## src/rtl/core/yse_pkg.sv

```systemverilog
// ----------------------------------------------------------------------------
// yse_pkg
// shared constants, luma knee tables and control types for the skin classifier
// ----------------------------------------------------------------------------
package yse_pkg;

    localparam int FRAC_BITS_DEF = 8;

    // luma clamp and knees
    localparam int Y_MIN   = 16;
    localparam int Y_MAX   = 235;
    localparam int K_LO    = 125;
    localparam int K_HI    = 188;
    localparam int SPAN_LO = K_LO - Y_MIN;
    localparam int SPAN_HI = Y_MAX - K_HI;

    // chroma means at the high knee
    localparam int CB_KNEE = 108;
    localparam int CR_KNEE = 154;

    // mean shifts and width floors of the knee curves
    localparam int SH_CB    = 10;
    localparam int SH_CR_HI = 22;
    localparam int WB_LO    = 23;
    localparam int WR_LO    = 20;
    localparam int WB_HI    = 14;
    localparam int WR_HI    = 10;

    // rotation, signed q1.14
    localparam int COS_Q14  = -13414;
    localparam int SIN_Q14  = 9407;
    localparam int ANG_BITS = 14;

    // ellipse test: (ux*1400)^2 + (uy*2539)^2 <= (35546 * 2^F)^2
    localparam int     AX_SCALE = 1400;
    localparam int     BY_SCALE = 2539;
    localparam longint RHS_BASE = 64'd1263518116;

    // chroma lanes
    localparam int LANES   = 2;
    localparam int LANE_CB = 0;
    localparam int LANE_CR = 1;

    typedef enum logic [1:0] {
        TS_MEAN_CB,
        TS_MEAN_CR,
        TS_WID_CB,
        TS_WID_CR
    } t_tab_sel;

    typedef logic [31:0] t_tab [256];

    // per-pixel control that rides along the datapath
    typedef struct packed {
        logic             pass;
        logic [LANES-1:0] neg;
    } t_side;

    // decimal constant given in hundredths, to q.frac, ties rounded up
    function automatic longint qh(input longint h, input int frac);
        return ((h <<< frac) + 64'sd50) / 64'sd100;
    endfunction

    // luma-indexed knee table, clamp folded in; middle band holds one
    function automatic t_tab knee_tab(input int frac, input t_tab_sel sel);
        t_tab   tab;
        longint one;
        longint wcb;
        longint wcr;
        longint y;
        longint v;
        one = 64'sd1 <<< frac;
        wcb = qh(4697, frac);
        wcr = qh(3876, frac);
        for (int i = 0; i < 256; i++) begin
            y = (i < Y_MIN) ? Y_MIN : ((i > Y_MAX) ? Y_MAX : i);
            v = one;
            if (y < K_LO) begin
                case (sel)
                    TS_MEAN_CB: v = CB_KNEE * one
                                  + ((K_LO - y) * SH_CB * one + SPAN_LO / 2) / SPAN_LO;
                    TS_MEAN_CR: v = CR_KNEE * one
                                  - ((K_LO - y) * SH_CB * one + SPAN_LO / 2) / SPAN_LO;
                    TS_WID_CB:  v = WB_LO * one
                                  + ((y - Y_MIN) * (wcb - WB_LO * one) + SPAN_LO / 2) / SPAN_LO;
                    TS_WID_CR:  v = WR_LO * one
                                  + ((y - Y_MIN) * (wcr - WR_LO * one) + SPAN_LO / 2) / SPAN_LO;
                    default:    v = one;
                endcase
            end else if (y > K_HI) begin
                case (sel)
                    TS_MEAN_CB: v = CB_KNEE * one
                                  + ((y - K_HI) * SH_CB * one + SPAN_HI / 2) / SPAN_HI;
                    TS_MEAN_CR: v = CR_KNEE * one
                                  + ((y - K_HI) * SH_CR_HI * one + SPAN_HI / 2) / SPAN_HI;
                    TS_WID_CB:  v = WB_HI * one
                                  + ((Y_MAX - y) * (wcb - WB_HI * one) + SPAN_HI / 2) / SPAN_HI;
                    TS_WID_CR:  v = WR_HI * one
                                  + ((Y_MAX - y) * (wcr - WR_HI * one) + SPAN_HI / 2) / SPAN_HI;
                    default:    v = one;
                endcase
            end
            tab[i] = 32'(v);
        end
        return tab;
    endfunction

endpackage

```

## src/rtl/core/yse_div.sv

```systemverilog
// ----------------------------------------------------------------------------
// yse_div
// two-lane pipelined restoring divider, one quotient bit per stage
// ----------------------------------------------------------------------------
module yse_div #(
    parameter int FRAC_BITS = yse_pkg::FRAC_BITS_DEF
) (
    input  logic                                         i_clk,
    input  logic                                         i_rst_n,
    input  logic                                         i_valid,
    output logic                                         o_ready,
    input  logic [yse_pkg::LANES-1:0][2*FRAC_BITS+15:0]  i_dvd,
    input  logic [yse_pkg::LANES-1:0][FRAC_BITS+5:0]     i_dvs,
    input  logic [yse_pkg::LANES-1:0][7:0]               i_chroma,
    input  yse_pkg::t_side                               i_side,
    output logic                                         o_valid,
    input  logic                                         i_ready,
    output logic [yse_pkg::LANES-1:0][FRAC_BITS+11:0]    o_quo,
    output logic [yse_pkg::LANES-1:0][7:0]               o_chroma,
    output yse_pkg::t_side                               o_side
);
    import yse_pkg::*;

    localparam int NW  = 2 * FRAC_BITS + 16;
    localparam int WLW = FRAC_BITS + 6;
    localparam int QW  = FRAC_BITS + 12;
    localparam int XW  = NW + 2;

    logic [QW-1:0] r_vld;
    logic [QW-1:0] w_en;
    logic [QW-1:0] w_vin;

    logic [LANES-1:0][XW-1:0]  r_rem  [QW];
    logic [LANES-1:0][XW-1:0]  w_rem  [QW];
    logic [LANES-1:0][QW-1:0]  r_quo  [QW];
    logic [LANES-1:0][QW-1:0]  w_quo  [QW];
    logic [LANES-1:0][WLW-1:0] r_dvs  [QW];
    logic [LANES-1:0][WLW-1:0] w_dvs  [QW];
    logic [LANES-1:0][7:0]     r_chr  [QW];
    logic [LANES-1:0][7:0]     w_chr  [QW];
    t_side                     r_side [QW];
    t_side                     w_side [QW];

    assign w_vin = {r_vld[QW-2:0], i_valid};

    for (genvar k = 0; k < QW; k++) begin : g_en
        if (k == QW - 1) begin : g_last
            assign w_en[k] = !r_vld[k] || i_ready;
        end else begin : g_mid
            assign w_en[k] = !r_vld[k] || w_en[k+1];
        end
    end

    always_ff @(posedge i_clk) begin
        if (!i_rst_n) begin
            r_vld <= '0;
        end else begin
            for (int k = 0; k < QW; k++) begin
                if (w_en[k]) begin
                    r_vld[k] <= w_vin[k];
                end
            end
        end
    end

    for (genvar s = 0; s < QW; s++) begin : g_stage
        localparam int B = QW - 1 - s;

        logic [LANES-1:0][XW-1:0] w_sub;
        logic [LANES-1:0]         w_ge;
        logic [LANES-1:0][XW-1:0] n_rem;
        logic [LANES-1:0][QW-1:0] n_quo;

        if (s == 0) begin : g_head
            for (genvar l = 0; l < LANES; l++) begin : g_lane
                assign w_rem[s][l] = XW'(i_dvd[l]);
            end
            assign w_quo[s]  = '0;
            assign w_dvs[s]  = i_dvs;
            assign w_chr[s]  = i_chroma;
            assign w_side[s] = i_side;
        end else begin : g_body
            assign w_rem[s]  = r_rem[s-1];
            assign w_quo[s]  = r_quo[s-1];
            assign w_dvs[s]  = r_dvs[s-1];
            assign w_chr[s]  = r_chr[s-1];
            assign w_side[s] = r_side[s-1];
        end

        // trial subtract of the divisor aligned to quotient bit B
        always_comb begin
            for (int l = 0; l < LANES; l++) begin
                w_sub[l]    = XW'(w_dvs[s][l]) << B;
                w_ge[l]     = w_rem[s][l] >= w_sub[l];
                n_rem[l]    = w_ge[l] ? (w_rem[s][l] - w_sub[l]) : w_rem[s][l];
                n_quo[l]    = w_quo[s][l];
                n_quo[l][B] = w_ge[l];
            end
        end

        always_ff @(posedge i_clk) begin
            if (w_en[s]) begin
                r_rem[s]  <= n_rem;
                r_quo[s]  <= n_quo;
                r_dvs[s]  <= w_dvs[s];
                r_chr[s]  <= w_chr[s];
                r_side[s] <= w_side[s];
            end
        end
    end

    assign o_ready  = w_en[0];
    assign o_valid  = r_vld[QW-1];
    assign o_quo    = r_quo[QW-1];
    assign o_chroma = r_chr[QW-1];
    assign o_side   = r_side[QW-1];

    a_rem_cb: assert property (@(posedge i_clk) disable iff (!i_rst_n)
        r_vld[QW-1] && !r_side[QW-1].pass
            |-> r_rem[QW-1][LANE_CB] < XW'(r_dvs[QW-1][LANE_CB]))
        else $error("cb remainder not below divisor at divider exit");

    a_rem_cr: assert property (@(posedge i_clk) disable iff (!i_rst_n)
        r_vld[QW-1] && !r_side[QW-1].pass
            |-> r_rem[QW-1][LANE_CR] < XW'(r_dvs[QW-1][LANE_CR]))
        else $error("cr remainder not below divisor at divider exit");

    a_dvs_nz: assert property (@(posedge i_clk) disable iff (!i_rst_n)
        r_vld[0] |-> (r_dvs[0][LANE_CB] != '0) && (r_dvs[0][LANE_CR] != '0))
        else $error("zero width entered the divider");

endmodule

```

## config.mk

```make
export PLATFORM = sky130hd
export DESIGN_NAME = yse_div
export DESIGN_NICKNAME = d
export VERILOG_FILES = /design/src/rtl/core/yse_pkg.sv /design/src/rtl/core/yse_div.sv
export SDC_FILE = /design/constraint.sdc
export NUM_CORES = 2
export LEC_CHECK = 0
export BUFFER_PORTS_ARGS = -buffer_cell sky130_fd_sc_hd__buf_4
export CORE_MARGIN = 4
export CORE_UTILIZATION = 60
export CTS_CLUSTER_DIAMETER = 100
export DETAILED_ROUTE_END_ITERATION = 16
export PLACE_DENSITY = 0.76
export SKIP_CTS_REPAIR_TIMING = 1
export SYNTH_ARGS = -nofsm -noshare
export SYNTH_HDL_FRONTEND = slang
export SYNTH_SLANG_ARGS = --single-unit
```

## constraint.sdc

```tcl
create_clock -name i_clk -period 11.9 [get_ports i_clk]
set_input_delay 0.595 -clock i_clk [delete_from_list [all_inputs] [get_ports i_clk]]
set_output_delay 0.595 -clock i_clk [all_outputs]
set_load 0.01 [all_outputs]
```

==> flow_summary_export.csv <==
group,metric,value,unit
worst_setup_path,path_common_cell,"and3_1",
timing,final.setup.tns,0,ns
timing,drv_slew,0,
global_route,track_usage,0.232,
finish,postLayoutCellArea,135000,um2
clocking,cts_tree,"yes",
timing,setup_viol,0,
routing,wl_per_cell,19.7,um
placement,dp_hpwl,182,mm
die,dieArea,209000,um2
timing,fmax,0.162,GHz
timing,fin_crit_sh,0.519,
clocking,clkTransAtPathRegs,0.06,ns
timing,clock_skew,0.0454,ns
logic_synthesis,syn_area,121000,um2
worst_setup_path,critical_path_class,"register to primary output",
clocking,cts.sinks,2644,
clocking,clk_path_buf_depth,4,
timing,hold_violations,0,
die,start_util,0.604,
placement,place_area,125000,um2
global_route,grt_start_max_net_pins,90,
pwr,ir_worst_vdd,0.177,mV
routing,vias_per_cell,5.78,
worst_setup_path,cpMaxStageDelayCell,"nor3_1",
die,chipHeight,457,um
logic_synthesis,synth_edf_count,2624,
pwr,leakage,52.2,nW
pwr,power_density,236,nW/um2
logic_synthesis,ys_seq_elements,2644,
logic_synthesis,syn_nets,9811,
outcome,outcome,"finished clean",
die,placementRows,164,
routing,ant_nets,0,
finish,areaGrowthSynthToFinish,12.1,%
clocking,clk_latency,0.92,ns
timing,slew_headroom,0.161,
logic_synthesis,postSynthCellCount,9100,
clocking,cts_max_level,5,
logic_synthesis,ys_seq_area_frac,0.656,
worst_setup_path,required,11.31,ns
routing,dr.pass1.iters,8,
worst_setup_path,max_stage_delay,1.09,ns
clocking,cts-root-buf,"clkbuf_16",
logic_synthesis,syn_avg_cell_area,13.3,um2
worst_setup_path,r2r_cells,9,
timing,layout_min_cycle_time,6.18,ns
placement,portBuffers,175,
logic_synthesis,synth_common_cells,"edfxtp_1 (2624), inv_1 (758), nand2_1 (596), ha_1 (558), nor2_1 (549)",
finish,nets,10290,
placement,gp_congestion,1.01,
logic_synthesis,yosysWarnings,0,
worst_setup_path,crit_chain,"nor2b_1, clkinv_2, nor3_1, and3_1, and4_1, and3_1, and2_1, nand2_4, buf_4",
global_route,antenna_found_initial,4,
global_route,grt_pass1_wl,384,mm
logic_synthesis,async_flop_share,0,
min_path,hold_class,"input pin to register",
logic_synthesis,yosysMostFrequentCell,"edfxtp_1",
die,pin_count,176,
routing,dr_total_vias,71878,
run,drv_cap,0,
timing,rsz0062_at_grt,"false",
logic_synthesis,synthTopCellsByArea,"edfxtp_1 (65%), ha_1 (5.8%), xor2_1 (2.9%)",
global_route,gr-total-overflow,0,
die,core_area,200000,um2
logic_synthesis,synth_cell_types,85,
finish,fillers,13444,
routing,drt_iter0_drc,5076,
global_route,grt_pass1_vias,72031,
worst_setup_path,r2r_slack,6.54,ns
clocking,cts_buffers,284,
finish,drive_gt1_frac,0.0835,
worst_setup_path,critPathCaptureType,"primary output",
routing,routed_wl,245,mm
die,chipWidth,457,um
worst_setup_path,cp-start-kind,"register",
timing,worstMarginPinSlew,1.25,ns
routing,drcViolationCount,0,
logic_synthesis,synth_top_area_share,0.652,
min_path,holdPathStages,3,
worst_setup_path,worstPathArrival,5.58,ns
logic_synthesis,synth_largest_area_cell,"edfxtp_1",
worst_setup_path,path_max_fanout,35,
logic_synthesis,ys.flop_type,"edfxtp_1",
==> final timing paths <==
kind / from / to
max: r_vld[19] / o_ready
min: i_dvd[31] / r_rem[0][31]
max reg2reg: r_vld[19] / r_chr[0][13]
min reg2reg: r_quo[0][159] / r_quo[1][39]
==> cell type report <==
| type | instances | area, um2 | share of cell area |
|---|---|---|---|
| timing repair buffer | 343 | 2840 | 0.0210 |
| antenna | 1 | 2.50 | 0.0000185 |
| clock buffer | 348 | 7560 | 0.0558 |
| inverter | 763 | 2900 | 0.0214 |
| sequential | 2644 | 79200 | 0.585 |
| multi-input combinational | 5543 | 38200 | 0.282 |
| tap | 2656 | 3320 | 0.0245 |
| clock inverter | 141 | 1360 | 0.0100 |
==> kinds of logic after synthesis <==
family                   count (synthesis)  synth area share
XOR/XNOR                               721            0.0523
adder cells (fa/ha/maj)                596            0.0641
flip-flops                            2644             0.656
multiplexers                            89           0.00816
AO/OA/AOI/OAI                         1646            0.0840
buffers and inverters                  913            0.0293
AND/OR/NAND/NOR                       2491             0.107
==> placed cells by master (no fill, tap or decap), drive strengths merged, types with 25 or more instances in the layout <==
cell type | synthesis | final
edfxtp | 2624 | 2624
a21o | 118 | 118
xor2 | 403 | 403
and3 | 26 | 26
a21oi | 462 | 462
o31ai | 70 | 70
nand3b | 33 | 33
xnor2 | 318 | 318
ha | 558 | 558
a211oi | 45 | 45
nor2b | 109 | 109
buf | 45 | 237
o21bai | 40 | 40
a31oi | 44 | 44
o211ai | 31 | 31
o41ai | 26 | 26
o21ai | 508 | 508
a21boi | 28 | 28
bufinv | 0 | 25
or2 | 47 | 47
nand2 | 596 | 596
or3 | 116 | 116
nand3 | 133 | 133
o21a | 119 | 119
clkbuf | 105 | 348
nor3 | 251 | 251
dlygate4sd3 | 0 | 106
mux2 | 76 | 76
nor4 | 165 | 165
clkinv | 3 | 99
nand4b | 30 | 30
nor4b | 57 | 57
fa | 38 | 38
nand4 | 104 | 104
nor2 | 550 | 550
or4 | 74 | 74
inv | 760 | 767
nand2b | 101 | 101
and2 | 28 | 28
o31a | 27 | 27
==> worst max-delay path, delay by kind of cell (launching register included) <==
family	cells	cell delay, ns
buffers and inverters	2	0.76
AND/OR/NAND/NOR	7	3.56
flip-flops	1	0.33
==> routing by layer <==
layer  global-route usage  vias up  routed length (um)
met5                    0        -                  31
met4                0.128        4               14700
met3               0.0348      657                9940
met2                0.435     1950              131000
met1                0.248    34401               88900
li1                     -    34866                   -
==> stage by stage <==
stage / utilization / hold slack [ns] / cells / total power, W / worst slack, ns
floorplan: - / 0.400 / 9100 / 0.0209 / 2.70
global placement: 0.627 / 0.401 / 11843 / 0.0231 / 6.38
detailed placement: 0.627 / 0.405 / 11843 / 0.0235 / 6.27
CTS: 0.671 / -0.230 / 12332 / 0.0321 / 5.65
global route: 0.677 / 0.00496 / 12439 / 0.0338 / 5.37
finish: 0.677 / 0.00548 / 12439 / 0.0320 / 5.72
==> power breakdown <==
group          switching, W  total (W)  internal (W)
clock network       0.00339    0.00843       0.00504
logic               0.00502    0.00900       0.00397
registers           0.00154     0.0146        0.0130
==> registers in the layout, summed over array words and instances (netlist names) <==
name    cells
r_rem    1292
r_dvs     532
r_quo     420
r_chr     320
r_side     60
r_vld      20
(Power assumes the default switching activity.)
