## config.mk

```make
export PLATFORM = sky130hd
export DESIGN_NAME = yse_ell
export DESIGN_NICKNAME = d
export VERILOG_FILES = /design/src/rtl/core/yse_pkg.sv /design/src/rtl/core/yse_ell.sv
export SDC_FILE = /design/constraint.sdc
export NUM_CORES = 2
export LEC_CHECK = 0
export ABC_CLOCK_PERIOD_IN_PS = 17950
export BUFFER_PORTS_ARGS = -buffer_cell sky130_fd_sc_hd__buf_2
export CORE_ASPECT_RATIO = 0.5
export CORE_MARGIN = 5
export CORE_UTILIZATION = 40
export DETAILED_ROUTE_END_ITERATION = 10
export PLACE_DENSITY = 0.54
export SLEW_MARGIN = 20
export SYNTH_ARGS = -nofsm -noshare
export SYNTH_HDL_FRONTEND = slang
export SYNTH_SLANG_ARGS = --single-unit
```

## constraint.sdc

```tcl
create_clock -name i_clk -period 17.95 [get_ports i_clk]
set_clock_uncertainty 0.15 [all_clocks]
set_input_delay 0.8975 -clock i_clk [delete_from_list [all_inputs] [get_ports i_clk]]
set_output_delay 0.8975 -clock i_clk [all_outputs]
set_load 0.1 [all_outputs]
```

## src/rtl/core/yse_pkg.sv

```systemverilog
// ----------------------------------------------------------------------------
// yse_pkg
// shared constants, luma knee tables and control types for the skin classifier
// ----------------------------------------------------------------------------
package yse_pkg;

    localparam int FRAC_BITS_DEF = 8;

    // luma clamp and knees
    localparam int Y_MIN   = 16;
    localparam int Y_MAX   = 235;
    localparam int K_LO    = 125;
    localparam int K_HI    = 188;
    localparam int SPAN_LO = K_LO - Y_MIN;
    localparam int SPAN_HI = Y_MAX - K_HI;

    // chroma means at the high knee
    localparam int CB_KNEE = 108;
    localparam int CR_KNEE = 154;

    // mean shifts and width floors of the knee curves
    localparam int SH_CB    = 10;
    localparam int SH_CR_HI = 22;
    localparam int WB_LO    = 23;
    localparam int WR_LO    = 20;
    localparam int WB_HI    = 14;
    localparam int WR_HI    = 10;

    // rotation, signed q1.14
    localparam int COS_Q14  = -13414;
    localparam int SIN_Q14  = 9407;
    localparam int ANG_BITS = 14;

    // ellipse test: (ux*1400)^2 + (uy*2539)^2 <= (35546 * 2^F)^2
    localparam int     AX_SCALE = 1400;
    localparam int     BY_SCALE = 2539;
    localparam longint RHS_BASE = 64'd1263518116;

    // chroma lanes
    localparam int LANES   = 2;
    localparam int LANE_CB = 0;
    localparam int LANE_CR = 1;

    typedef enum logic [1:0] {
        TS_MEAN_CB,
        TS_MEAN_CR,
        TS_WID_CB,
        TS_WID_CR
    } t_tab_sel;

    typedef logic [31:0] t_tab [256];

    // per-pixel control that rides along the datapath
    typedef struct packed {
        logic             pass;
        logic [LANES-1:0] neg;
    } t_side;

    // decimal constant given in hundredths, to q.frac, ties rounded up
    function automatic longint qh(input longint h, input int frac);
        return ((h <<< frac) + 64'sd50) / 64'sd100;
    endfunction

    // luma-indexed knee table, clamp folded in; middle band holds one
    function automatic t_tab knee_tab(input int frac, input t_tab_sel sel);
        t_tab   tab;
        longint one;
        longint wcb;
        longint wcr;
        longint y;
        longint v;
        one = 64'sd1 <<< frac;
        wcb = qh(4697, frac);
        wcr = qh(3876, frac);
        for (int i = 0; i < 256; i++) begin
            y = (i < Y_MIN) ? Y_MIN : ((i > Y_MAX) ? Y_MAX : i);
            v = one;
            if (y < K_LO) begin
                case (sel)
                    TS_MEAN_CB: v = CB_KNEE * one
                                  + ((K_LO - y) * SH_CB * one + SPAN_LO / 2) / SPAN_LO;
                    TS_MEAN_CR: v = CR_KNEE * one
                                  - ((K_LO - y) * SH_CB * one + SPAN_LO / 2) / SPAN_LO;
                    TS_WID_CB:  v = WB_LO * one
                                  + ((y - Y_MIN) * (wcb - WB_LO * one) + SPAN_LO / 2) / SPAN_LO;
                    TS_WID_CR:  v = WR_LO * one
                                  + ((y - Y_MIN) * (wcr - WR_LO * one) + SPAN_LO / 2) / SPAN_LO;
                    default:    v = one;
                endcase
            end else if (y > K_HI) begin
                case (sel)
                    TS_MEAN_CB: v = CB_KNEE * one
                                  + ((y - K_HI) * SH_CB * one + SPAN_HI / 2) / SPAN_HI;
                    TS_MEAN_CR: v = CR_KNEE * one
                                  + ((y - K_HI) * SH_CR_HI * one + SPAN_HI / 2) / SPAN_HI;
                    TS_WID_CB:  v = WB_HI * one
                                  + ((Y_MAX - y) * (wcb - WB_HI * one) + SPAN_HI / 2) / SPAN_HI;
                    TS_WID_CR:  v = WR_HI * one
                                  + ((Y_MAX - y) * (wcr - WR_HI * one) + SPAN_HI / 2) / SPAN_HI;
                    default:    v = one;
                endcase
            end
            tab[i] = 32'(v);
        end
        return tab;
    endfunction

endpackage

```

## src/rtl/core/yse_ell.sv

```systemverilog
// ----------------------------------------------------------------------------
// yse_ell
// re-centring, rotation and exact ellipse membership test
// ----------------------------------------------------------------------------
module yse_ell #(
    parameter int FRAC_BITS = yse_pkg::FRAC_BITS_DEF
) (
    input  logic                                       i_clk,
    input  logic                                       i_rst_n,
    input  logic                                       i_valid,
    output logic                                       o_ready,
    input  logic [yse_pkg::LANES-1:0][FRAC_BITS+11:0]  i_quo,
    input  logic [yse_pkg::LANES-1:0][7:0]             i_chroma,
    input  yse_pkg::t_side                             i_side,
    output logic                                       o_valid,
    input  logic                                       i_ready,
    output logic                                       o_is_skin
);
    import yse_pkg::*;

    localparam int NST = 8;
    localparam int QW  = FRAC_BITS + 12;
    localparam int UW  = FRAC_BITS + 14;
    localparam int PW  = UW + 15;
    localparam int SW  = PW + 1;
    localparam int XRW = SW - ANG_BITS;
    localparam int DXW = XRW + 1;
    localparam int UXW = XRW;
    localparam int PXW = FRAC_BITS + 17;
    localparam int SQW = 2 * PXW;
    localparam int LW  = SQW + 1;

    localparam longint ONE_L  = 64'sd1 <<< FRAC_BITS;
    localparam longint P_CB_L = qh(10938, FRAC_BITS);
    localparam longint P_CR_L = qh(15202, FRAC_BITS);

    localparam logic signed [UW-1:0] P_OFF [LANES] = '{UW'(P_CB_L), UW'(P_CR_L)};
    localparam logic signed [UW-1:0] K_OFF [LANES] = '{UW'(CB_KNEE * ONE_L - P_CB_L),
                                                       UW'(CR_KNEE * ONE_L - P_CR_L)};
    localparam logic signed [14:0]   COS_C   = 15'(COS_Q14);
    localparam logic signed [14:0]   SIN_C   = 15'(SIN_Q14);
    localparam logic signed [SW-1:0] RND_POS = SW'(64'sd1 <<< (ANG_BITS - 1));
    localparam logic signed [SW-1:0] RND_NEG = SW'((64'sd1 <<< (ANG_BITS - 1)) - 64'sd1);
    localparam logic signed [DXW-1:0] DX_OFF = DXW'(qh(160, FRAC_BITS));
    localparam logic signed [DXW-1:0] DY_OFF = DXW'(qh(241, FRAC_BITS));
    localparam logic [UXW-1:0] ABOUND = UXW'((64'd2539 << FRAC_BITS) / 64'd100);
    localparam logic [UXW-1:0] BBOUND = UXW'(64'd14 << FRAC_BITS);
    localparam logic [LW-1:0]  RHS    = LW'(RHS_BASE) << (2 * FRAC_BITS);

    logic [NST-1:0] r_vld;
    logic [NST-1:0] w_en;
    logic [NST-1:0] w_vin;

    logic signed [UW-1:0]  w_q [LANES];
    logic signed [UW-1:0]  w_c [LANES];
    logic signed [UW-1:0]  r1_u [LANES];
    logic signed [UW-1:0]  n1_u [LANES];

    logic signed [PW-1:0]  r2_pcu, r2_psv, r2_psu, r2_pcv;
    logic signed [PW-1:0]  n2_pcu, n2_psv, n2_psu, n2_pcv;

    logic signed [SW-1:0]  r3_sx, r3_st, n3_sx, n3_st;

    logic signed [SW-1:0]  w_rx, w_rt;
    logic signed [XRW-1:0] r4_x, r4_t, n4_x, n4_t;

    logic signed [DXW-1:0] w_dx, w_dy;
    logic [UXW-1:0]        r5_ux, r5_uy, n5_ux, n5_uy;

    logic [PXW-1:0]        r6_px, r6_py, n6_px, n6_py;
    logic                  r6_in, n6_in;

    logic [SQW-1:0]        r7_sqx, r7_sqy, n7_sqx, n7_sqy;
    logic                  r7_in;

    logic                  r8_skin, n8_skin;

    assign w_vin = {r_vld[NST-2:0], i_valid};

    for (genvar k = 0; k < NST; k++) begin : g_en
        if (k == NST - 1) begin : g_last
            assign w_en[k] = !r_vld[k] || i_ready;
        end else begin : g_mid
            assign w_en[k] = !r_vld[k] || w_en[k+1];
        end
    end

    always_ff @(posedge i_clk) begin
        if (!i_rst_n) begin
            r_vld <= '0;
        end else begin
            for (int k = 0; k < NST; k++) begin
                if (w_en[k]) begin
                    r_vld[k] <= w_vin[k];
                end
            end
        end
    end

    // signed quotient plus knee centre, or raw chroma between the knees, minus the ellipse frame centre
    always_comb begin
        for (int l = 0; l < LANES; l++) begin
            w_q[l] = signed'(UW'(i_quo[l]));
            w_c[l] = signed'(UW'({i_chroma[l], {FRAC_BITS{1'b0}}}));
            if (i_side.pass) begin
                n1_u[l] = w_c[l] - P_OFF[l];
            end else if (i_side.neg[l]) begin
                n1_u[l] = K_OFF[l] - w_q[l];
            end else begin
                n1_u[l] = K_OFF[l] + w_q[l];
            end
        end
    end

    always_comb begin
        n2_pcu = r1_u[LANE_CB] * COS_C;
        n2_psv = r1_u[LANE_CR] * SIN_C;
        n2_psu = r1_u[LANE_CB] * SIN_C;
        n2_pcv = r1_u[LANE_CR] * COS_C;
    end

    always_comb begin
        n3_sx = SW'(r2_pcu) + SW'(r2_psv);
        n3_st = SW'(r2_pcv) - SW'(r2_psu);
    end

    // drop the angle bits, nearest with ties away from zero
    always_comb begin
        w_rx = r3_sx + (r3_sx[SW-1] ? RND_NEG : RND_POS);
        w_rt = r3_st + (r3_st[SW-1] ? RND_NEG : RND_POS);
        n4_x = XRW'(w_rx >>> ANG_BITS);
        n4_t = XRW'(w_rt >>> ANG_BITS);
    end

    always_comb begin
        w_dx  = DXW'(r4_x) - DX_OFF;
        w_dy  = DXW'(r4_t) - DY_OFF;
        n5_ux = w_dx[DXW-1] ? UXW'(-w_dx) : UXW'(w_dx);
        n5_uy = w_dy[DXW-1] ? UXW'(-w_dy) : UXW'(w_dy);
    end

    // bounding box first keeps the squares narrow
    always_comb begin
        n6_in = (r5_ux <= ABOUND) && (r5_uy <= BBOUND);
        n6_px = r5_ux[FRAC_BITS+4:0] * 11'(AX_SCALE);
        n6_py = r5_uy[FRAC_BITS+4:0] * 12'(BY_SCALE);
    end

    always_comb begin
        n7_sqx = r6_px * r6_px;
        n7_sqy = r6_py * r6_py;
    end

    always_comb begin
        n8_skin = r7_in && ((LW'(r7_sqx) + LW'(r7_sqy)) <= RHS);
    end

    always_ff @(posedge i_clk) begin
        if (w_en[0]) begin
            r1_u <= n1_u;
        end
        if (w_en[1]) begin
            r2_pcu <= n2_pcu;
            r2_psv <= n2_psv;
            r2_psu <= n2_psu;
            r2_pcv <= n2_pcv;
        end
        if (w_en[2]) begin
            r3_sx <= n3_sx;
            r3_st <= n3_st;
        end
        if (w_en[3]) begin
            r4_x <= n4_x;
            r4_t <= n4_t;
        end
        if (w_en[4]) begin
            r5_ux <= n5_ux;
            r5_uy <= n5_uy;
        end
        if (w_en[5]) begin
            r6_px <= n6_px;
            r6_py <= n6_py;
            r6_in <= n6_in;
        end
        if (w_en[6]) begin
            r7_sqx <= n7_sqx;
            r7_sqy <= n7_sqy;
            r7_in  <= r6_in;
        end
        if (w_en[7]) begin
            r8_skin <= n8_skin;
        end
    end

    assign o_ready   = w_en[0];
    assign o_valid   = r_vld[NST-1];
    assign o_is_skin = r8_skin;

endmodule

```

==> metrics.txt <==
status finished, final reports clean; fmax 117.3 MHz; top-area cell type share of the netlist area 0.3184; vias per cell 4.867; net count reported at finish about 11000; worst r2r path cells 24; mapped cell area slightly below 90000 sq um; postcts setup bufs 0; Relative slew margins 0.1662; final setup TNS 0 ns; max-cap violation count 0; Slew @ Worst Pin 1.251 ns; setup slack, reg-to-reg between 9 and 10 ns; Compound-Gate Fraction of Synth Area 0.08471; Hold Crit Start r_vld[4]$_SDFFE_PN0P_; Hold-fix buffers, CTS 0; # setup viols final 0; routability congestion estimate 0.8550; Pre-antenna DRT Iters 6; Clock Path Buffers 3; Unique masters post-synth 84; largest net degree at the start of global routing 80; Area contributors post-synth fa_1 (32%), edfxtp_1 (17%), ha_1 (17%), inv_1 (10%), xnor2_1 (3.9%); Initial Utilization 0.4029; Synth Area in XOR/XNOR 0.05350; synth warn 0; critical path required time 18.23 ns; Detail Placement HPWL 170300 microns; sequential element share of the synthesized area 0.1752; IO buf count 65; Yosys reg bits 507; Area Growth Syn to Fin 6.763%; Total Die Area 226100 sq um; Initial DRC Count 2783; Die H 338.7 microns; post-layout min period 8.528 ns; most frequent cells in the layout inv_1 (2310), fa_1 (1375), ha_1 (1159); fin. max-slew vios 0; simple-gate share of the synthesized area 0.09100; # H-tree levels 2; I/O pins 66; Worst Setup Path Type reg -> reg; Adder-Cell Fraction of Synth Area 0.4862; Worst-path clk slew ~0.060 ns; multiplexer share of the synthesized area 0.002432; core footprint 214600 sq um; initial antenna violation count 8; Final Hold Viols 0; Top Usage Layer GRT met2; Remaining DRCs 0; clk_lat worst skew ~0.70 ns; Rows 120; number of synthesized flops with an enable pin 499; CP startpoint r6_py[8]$_DFFE_PP_; CP Launch Type register; grt met2 use 0.2967; Post-DRT Antenna Nets 0; predominant post-synthesis flop cell edfxtp_1; reg2reg end r7_sqy[46]$_DFFE_PP_; worst min path class reg -> reg; Clock Sinks between 500 and 600; Total GRT Usage 0.1850; RSZ-0062 raised after global routing no; CP Data Arrival Time 8.81 ns; Root Buffer clkbuf_16; routed wire length 203300 microns; GRT met1 Usage 0.2725; Mean Syn Cell Area between 9 and 10 sq um; end of the critical path r7_sqy[46]$_DFFE_PP_; Tcrit/Tclk final 0.4751; DR WL/cell 17.26 microns; largest family of logic cells by synthesized area adder cells; cell taking the most area after synthesis fa_1; fillers 20857; grt total ovfl 0; vias in the first global route just over 60000; TritonCTS clock tree done; Die X between 600 and 700 microns; CTS resizes 0; GRT met3 Usage 0.02417; Vias roughly 57000; Synth Instances a little under 9000; crit-path max FO 23; ys async rst share 0; reg2reg start r6_py[8]$_DFFE_PP_; layout cells sized above 1 0.03154; first-pass GRT wire length 334400 microns; Syn Nets 11423; CTS buffer count a little under 60; Worst Setup End Kind register; Worst Hold Depth 1; most common cell after layout, fill and taps aside inv_1
==> cells in the mapped netlist (137+ instances only) <==
cell type and n:
fa_1 1375, a21oi_1 364, xor2_1 143, o21ai_0 242, inv_1 2314, nor2_1 318, xnor2_1 385, nand2_1 558
ha_1 1159, and2_1 231, edfxtp_1 499, clkbuf_1 137, a21o_1 155
==> worst max-delay path, cell delays in order, from the launching register on <==
cell and delay [ns]:
edfxtp_1 1.18, nand2_1 0.25, fa_1 0.60, inv_1 0.05
fa_1 0.50, fa_1 0.55, ha_1 0.13, inv_1 0.04
fa_1 0.47, inv_1 0.05, fa_1 0.56, fa_1 0.42
ha_1 0.36, nand4_1 0.16, or3b_2 0.14, o211ai_1 0.18
o2111ai_1 0.37, a31oi_1 0.24, a221o_1 0.43, o221a_2 0.31
and2_1 0.20, o41a_1 0.36, a221o_1 0.30, a21oi_1 0.18
xnor2_1 0.08
==> area by class of cell <==
type	instances	area, sq um	share of cell area
Timing Repair Buffer	117	730.7	0.007918
Clock buffer	63	1513	0.01639
Inverter	2316	8700	0.09427
Clock inverter	47	540.5	0.005857
Multi-Input combinational cell	5859	62070	0.6726
Antenna cell	1	2.502	0.00002712
Tap cell	2867	3587	0.03887
Sequential cell	507	15140	0.1641
==> sequential cells by signal, summed over array words and instances, names as in the netlist <==
signal and flops:
r7_sqy 49, r1_u 44, r7_sqx 41, r3_st 38, r3_sx 38, r2_psu 37
r2_psv 37, r2_pcu 35, r2_pcv 35, r6_py 25, r4_t 24, r4_x 24
r5_ux 24, r5_uy 24, r6_px 21, r_vld 8, o_is_skin 1, r6_in 1
r7_in 1
==> routing by layer <==
layer	vias to the layer above	wire, microns
met4	4	2785
met5	-	27
met3	150	9105
li1	27940	-
met1	28298	99360
met2	930	92010
==> through the flow <==
step	cell area [sq um]	utilization	setup slack, ns	hold slack [ns]	cells
after floorplan	86440	-	10.46	0.2503	8826
after global placement	90200	0.4204	9.507	0.2910	11664
after detailed placement	90200	0.4204	9.436	0.3018	11664
after CTS	92250	0.4300	9.428	0.2446	11774
after global routing	92280	0.4301	9.011	0.2947	11776
final	92290	0.4301	9.422	0.3150	11777
==> kinds of logic (layout without fill, tap and decap cells) <==
family	count (synthesis)	after routing
buffers and inverters	2460	2543
multiplexers	20	20
AO/OA/AOI/OAI	1160	1160
adder cells (fa/ha/maj)	2534	2534
XOR/XNOR	528	528
flip-flops	507	507
AND/OR/NAND/NOR	1617	1617
other	0	1
==> worst min path at each step <==
stage | to | slack [ns]
global placement | r_vld[5]$_SDFFE_PN0P_ | 0.29
floorplan | r7_in$_DFFE_PP_ | 0.25
finish | r_vld[5]$_SDFFE_PN0P_ | 0.31
CTS | r_vld[0]$_SDFFE_PN0P_ | 0.24
global route | r_vld[0]$_SDFFE_PN0P_ | 0.29
detailed placement | r_vld[5]$_SDFFE_PN0P_ | 0.30
Power is left out: the tool's default activity adds up to more than one toggle a clock period on the data nets, which glitch-free logic cannot reach.
